**config.mk**
```make
export PLATFORM = sky130hd
export DESIGN_NAME = vwit_front
export DESIGN_NICKNAME = d
export VERILOG_FILES = /design/src/hw/rtl/vwit_pkg.sv /design/src/hw/rtl/vwit_front.sv
export SDC_FILE = /design/constraint.sdc
export NUM_CORES = 1
export LEC_CHECK = 0
export BUFFER_PORTS_ARGS = -buffer_cell sky130_fd_sc_hd__buf_2
export CAP_MARGIN = 25
export CORE_MARGIN = 8
export CORE_UTILIZATION = 25
export DETAILED_ROUTE_END_ITERATION = 12
export PLACE_DENSITY = 0.43
export REMOVE_ABC_BUFFERS = 1
export SLEW_MARGIN = 20
export SYNTH_ARGS = -nofsm -noshare
export SYNTH_HDL_FRONTEND = slang
export SYNTH_SLANG_ARGS = --single-unit
export TNS_END_PERCENT = 20
```
**constraint.sdc**
```tcl
create_clock -name clk -period 8.96 [get_ports clk]
set_clock_uncertainty 0.15 [all_clocks]
set_input_delay 1.344 -clock clk [delete_from_list [all_inputs] [get_ports clk]]
set_output_delay 1.344 -clock clk [all_outputs]
set_load 0.005 [all_outputs]
```
**src/hw/rtl/vwit_pkg.sv**
```systemverilog
// Shared types, constants and codes for the vertex weld index table.
`default_nettype none
package vwit_pkg;

	localparam int GROUPS_DEF      = 8;
	localparam int TABLE_DEPTH_DEF = 1024;
	localparam int INDEX_BITS_DEF  = 24;

	localparam int FIELD_W   = 24;
	localparam int GRP_W     = 3;
	localparam int KEY_W     = GRP_W + 3 * FIELD_W;
	localparam int CFG_W     = 2;
	localparam int CFG_IDX_W = 2;

	localparam logic [CFG_IDX_W-1:0] REG_WELD_MODE         = 2'd0;
	localparam logic [CFG_IDX_W-1:0] REG_NORMALS_PRESENT   = 2'd1;
	localparam logic [CFG_IDX_W-1:0] REG_TEXCOORDS_PRESENT = 2'd2;

	localparam logic [1:0] MODE_DUP  = 2'd0;
	localparam logic [1:0] MODE_POS  = 2'd1;
	localparam logic [1:0] MODE_FULL = 2'd2;
	// Unused mode code; it behaves as full-triple mode.
	localparam logic [1:0] MODE_RSVD = 2'd3;

	typedef struct packed {
		logic               restart;
		logic [GRP_W-1:0]   group_number;
		logic [FIELD_W-1:0] position_index;
		logic [FIELD_W-1:0] normal_idx;
		logic [FIELD_W-1:0] texcoord_idx;
	} in_t;

	typedef struct packed {
		logic [FIELD_W-1:0] vert_idx;
		logic               is_new_vertex;
		logic               table_overflow;
		logic               count_saturated;
	} out_t;

	// One classified corner waiting for the table engine.
	typedef struct packed {
		logic             restart;
		logic             lookup;
		logic [GRP_W-1:0] grp;
		logic [KEY_W-1:0] key;
	} job_t;

	// Status from the table engine back to the front end.
	typedef struct packed {
		logic pop;
		logic init;
	} ctl_t;

	typedef enum logic [2:0] {
		ST_CLEAR,
		ST_IDLE,
		ST_START,
		ST_READ,
		ST_CHECK,
		ST_ISSUE
	} state_t;

endpackage
`default_nettype wire

```
**src/hw/rtl/vwit_front.sv**
```systemverilog
// Front end: classifies each corner into a key and holds it in a two-entry queue.
`default_nettype none
module vwit_front #(
	parameter int GROUPS = vwit_pkg::GROUPS_DEF
) (
	input  wire logic          clk,
	input  wire logic          arst_n,
	input  wire logic          in_valid,
	output logic               in_stall,
	input  wire vwit_pkg::in_t in_item,
	input  wire logic [1:0]    weld_mode,
	input  wire logic          normals_present,
	input  wire logic          texcoords_present,
	input  wire vwit_pkg::ctl_t ctl,
	output vwit_pkg::job_t     job,
	output logic               job_valid
);
	import vwit_pkg::*;

	logic [GRP_W-1:0]   grp;
	logic [FIELD_W-1:0] kn;
	logic [FIELD_W-1:0] kt;
	logic               full_key;
	job_t               job_new;
	logic               push;

	job_t       fifo_q [2];
	logic       wp_q;
	logic       rp_q;
	logic [1:0] cnt_q;

	// Group numbers are folded into the configured group count.
	always_comb begin
		grp = '0;
		for (int i = 0; i < 8; i++) begin
			if (in_item.group_number == GRP_W'(i)) begin
				grp = GRP_W'(i % GROUPS);
			end
		end
	end

	assign full_key = (weld_mode != MODE_POS);
	assign kn = (full_key && normals_present) ? in_item.normal_idx : '1;
	assign kt = (full_key && texcoords_present) ? in_item.texcoord_idx : '1;

	always_comb begin
		job_new.restart = in_item.restart;
		job_new.lookup  = (weld_mode != MODE_DUP);
		job_new.grp     = grp;
		job_new.key     = {grp, in_item.position_index, kn, kt};
	end

	assign in_stall  = ctl.init || (cnt_q == 2'd2);
	assign push      = in_valid && !in_stall;
	assign job       = fifo_q[rp_q];
	assign job_valid = (cnt_q != 2'd0);

	always_ff @(posedge clk) begin
		if (push) begin
			fifo_q[wp_q] <= job_new;
		end
	end

	always_ff @(posedge clk or negedge arst_n) begin
		if (!arst_n) begin
			wp_q  <= 1'b0;
			rp_q  <= 1'b0;
			cnt_q <= 2'd0;
		end else begin
			if (push) begin
				wp_q <= !wp_q;
			end
			if (ctl.pop) begin
				rp_q <= !rp_q;
			end
			unique case ({push, ctl.pop})
				2'b10:   cnt_q <= cnt_q + 2'd1;
				2'b01:   cnt_q <= cnt_q - 2'd1;
				default: cnt_q <= cnt_q;
			endcase
		end
	end

endmodule
`default_nettype wire

```
; ---- Word-level counts from Yosys, hierarchy flattened
; Memories as Yosys holds them, arrays and structs flattened.
; Index checks and enable logic that the tools add are counted.
; W data, S select, Z words.
[totals]
inputBits = 85
mem_bits_rw = 160
mem_count = 1
output_inout_bits = 82
register_bits = 4
word_cells = 39
[op_classes]
eq_ne = 11
n_reduce_logical = 10
add_sub_neg = 2
n_mux = 12
[memory_table]
columns = memory, words, width, read_ports, rd_clocked_by_memory_dff, write_ports, line
row1 = fifo_q, 2, 80, 1, 0, 1, vwit_front.sv:27  ; job_t fifo_q [2];
[op_table]
columns = cell, count
row1 = $mux W24, 2
row2 = $mux W3, 5
row3 = $eq A3 B3 Y1 const B, 4
row4 = $eq A3 B2 Y1 const B, 2
row5 = $reduce_bool A2 Y1, 3
row6 = $eq A2 B2 Y1 const B, 2
row7 = $pmux W2 S2, 1
row8 = $eq A3 B1 Y1 const B, 1
row9 = $logic_and A1 B1 Y1, 3
row10 = $logic_not A1 Y1, 3
row11 = $mux W1, 3
row12 = $add A2 B1 Y2 const B, 1
row13 = $eq A2 B1 Y1 const B, 1
row14 = $mux W2, 1
row15 = $ne A2 B1 Y1 const B, 1
row16 = $sub A2 B1 Y2 const B, 1
row17 = $logic_or A1 B1 Y1, 1

; ---- Logic depth before layout (Yosys ltp)
[depth]
word_depth = 8
ltp_mapped = 6
mapped_depth_nobuf = 6

; ---- Worst setup path after synthesis
; Ideal clock, no wire load.
[synth_timing]
kind = input to register
start = input port ctl[0] (netlist bit)
end = memory fifo_q[0][0] (netlist bit), enable pin
path_buffers = 0
path_stages = 2
t_arrival_ns = 4.804
path_slack_ns = 3.493
path_cell_list = nand3b_1 nor2_1
[synth_via]
elab_chain_cells = 5
[synth_lines]
columns = item, line
row1 = "start, declared", vwit_front.sv:14  ; input wire vwit_pkg::ctl_t ctl,
row2 = $logic_or A1 B1 Y1, vwit_front.sv:53  ; assign in_stall = ctl.init || (cnt_q == 2'd2);
row3 = $logic_not A1 Y1, vwit_front.sv:54  ; assign push = in_valid && !in_stall;
row4 = $logic_and A1 B1 Y1, vwit_front.sv:54
row5 = $mux W1, vwit_front.sv:59  ; if (push) begin
row6 = $mux W1 (implied by the code), vwit_front.sv:60  ; fifo_q[wp_q] <= job_new;
row7 = "end, declared", vwit_front.sv:27
; Every way passes these cells.

==> results.toml <==
[timing]
fin_crit_sh_pct = 44.4
final.setup.tns_ns = 0
fmax_ghz = 0.251
finalCriticalPeriod_ns = 3.98
slew_viol_final = 0
finalHoldViolations = 0
rsz0062_at_grt = "false"
setup_viol = 0
max_slew.worst_pin.slew_ns = 0.820
slew_headroom_pct = 45.3

[worst_setup_path]
critPathRequiredTime_ns = 7.47
cp_slowest_cell = "dfrtp_4"
path_cells = "buf_4 > mux2_2 > buf_2"
rr_worst_depth = 4
rr_endpoint = "fifo_q[0][5]"
path_buf_inv = 2
crit_arrival_ns = 2.48
r2r_slack_ns = 6.75
cp-end-kind = "output pin"
worstSetupPathType = "flip-flop to output pin"
cpLargestDelayFamily = "flip-flops"
cp-start-kind = "flip-flop"
cpPeakStageDelay_ns = 0.82
critical_path.max_fanout = 40
r2r_start = "cnt_q[0]"

[place]
dpl.hpwl_um = 8850
port_buffers = 166
gp_congestion = 0.678

[grt]
overflow = 0
antenna_found_initial = 1
grtUsageTotal_pct = 9.26
grt_pass1_wl_um = 21500
grt_max_degree = 78
first_global_vias = 3820

[drt]
routed_wl_um = 13700
vias_per_cell = 3.96
dr.pass1.iters = 4
ant_nets = 0
avgRoutedWirePerCell_um = 16.5
drtIter0Drc = 165
vias = 3275
post-route-drc-count = 0

[flow_run]
drv_cap = 0

[logic_synthesis]
avgSynthCellArea_um2 = 19.4
syn_inst = 320
ys_ff_latch = 158
seq_area_frac_synth_pct = 76.2
ys_warn_count = 0
synth.distinct_cells = 17
synthesis.area_um2 = 6200

[floorplanning]
start_util_pct = 25.5
ios = 167
die_width_um = 174
rows = 57
die_h_um = 174
core-area_um2 = 24300
die-area_um2 = 30100

[clocking]
clk_path_buf_depth = 2
cts_hold_buf = 0
tritoncts = "built"
clk_latency_ns = 0.42
cts_buffers = 17
post_cts_resized = 0
htreeDepth = 4
cts-root-buf = "clkbuf_16"
path_clk_slew_ns = 0.07
cts_setup_buffers = 0
cts.sinks = 158

[min_path]
whs_endpoint = "cnt_q[1]"
min-delay-start = "cnt_q[1]"
hold_path.class = "flip-flop to flip-flop"
whs_path_depth = 1

[power_and_ir_drop]
leakage_nw = 2.89
cellPowerDensity_nw_per_um2 = 281
ir_worst_vdd_uv = 114
total_power_mw = 2.24

[cells_and_area]
fin_nets = 575
num_antenna_cells = 0
drive_gt1_share_pct = 65.5
area_delta_synth_final_pct = 28.6

[outcome]
status = "finished clean"
layer usage:
| metal | vias to the layer above | global-route usage [%] | part of all wire [%] |
|---|---|---|---|
| li1 | 1531 | - | - |
| met1 | 1620 | 11.2 | 44 |
| met2 | 107 | 14.8 | 47 |
| met3 | 15 | 3.75 | 7.0 |
| met4 | 2 | 3.13 | 1.1 |
| met5 | - | 0 | 0.095 |
worst register-to-register path, stage by stage, from the launching register on:
cell	delay, ns
dfrtp_1	0.40
nand2b_1	0.15
nand3b_1	0.26
nor2_4	0.16
buf_6	0.61
area by class of cell:
cell class / instances / area [µm²]
Tap cell: 324 / 405
Fill cell: 2393 / 16300
Timing Repair Buffer: 169 / 861
Sequential cell: 158 / 4730
Multi-Input combinational cell: 142 / 1370
Clock buffer: 18 / 429
Inverter: 1 / 3.75
Clock inverter: 14 / 180
cell usage after synthesis:
cell / instances / area (µm²)
dfrtp_1: 4 / 100
or2_2: 50 / 313
clkbuf_1: 7 / 26.3
mux2_4: 20 / 300
nand2_1: 2 / 7.51
ha_1: 1 / 12.5
mux2_2: 57 / 642
xor2_1: 2 / 17.5
nor2_1: 3 / 11.3
buf_2: 5 / 25.0
inv_1: 1 / 3.75
xnor2_1: 3 / 26.3
buf_4: 3 / 22.5
nand3b_1: 1 / 7.51
buf_6: 4 / 45.0
edfxtp_1: 154 / 4620
nand2b_1: 3 / 18.8
placed cells by master (no fill, tap or decap), drive strengths merged, types with 3 or more instances in the layout:
cell type    n
or2         50
mux2        77
dfrtp        4
buf        169
nor2         3
edfxtp     154
nand2b       3
clkbuf      18
xnor2        3
bufinv       3
inv          7
clkinvlp     3
metrics by stage:
stage	utilization, %	setup slack [ns]	hold WS, ns	instance area, µm²	cells
2_1_floorplan	-	3.49	0.306	6080	301
3_5_place_dp	30.3	5.37	0.335	7370	794
6_report	32.8	4.98	0.341	7980	826
4_1_cts	32.8	4.89	0.349	7980	826
5_1_grt	32.8	4.81	0.361	7980	826
3_3_place_gp	30.3	5.38	0.324	7360	794
worst max path at each step:
stage | start | to | cells after the start
final | rp_q | job[78] | 3
after global placement | rp_q | job[10] | 3
after CTS | rp_q | job[78] | 3
after floorplan | ctl[0] | fifo_q[0][0] | 2
after detailed placement | rp_q | job[78] | 3
after global routing | rp_q | job[38] | 3
registers in the layout (all words and copies together) (netlist names):
| signal | count |
|---|---|
| rp_q | 1 |
| wp_q | 1 |
| cnt_q | 2 |
| fifo_q | 154 |
power breakdown:
group	leakage [nW]	switching (mW)	internal, mW
registers	1.40	0.0621	0.917
clock network	0.288	0.305	0.445
logic	1.19	0.234	0.281
logic make-up after synthesis:
family | share of synthesized area, %
xor gates and xnor gates | 0.706
muxes | 15.2
buffers and inverters | 1.98
adders and majority gates | 0.202
and+or+nand+nor | 5.77
DFF | 76.2
No activity file was read; power rests on OpenSTA's default activity.
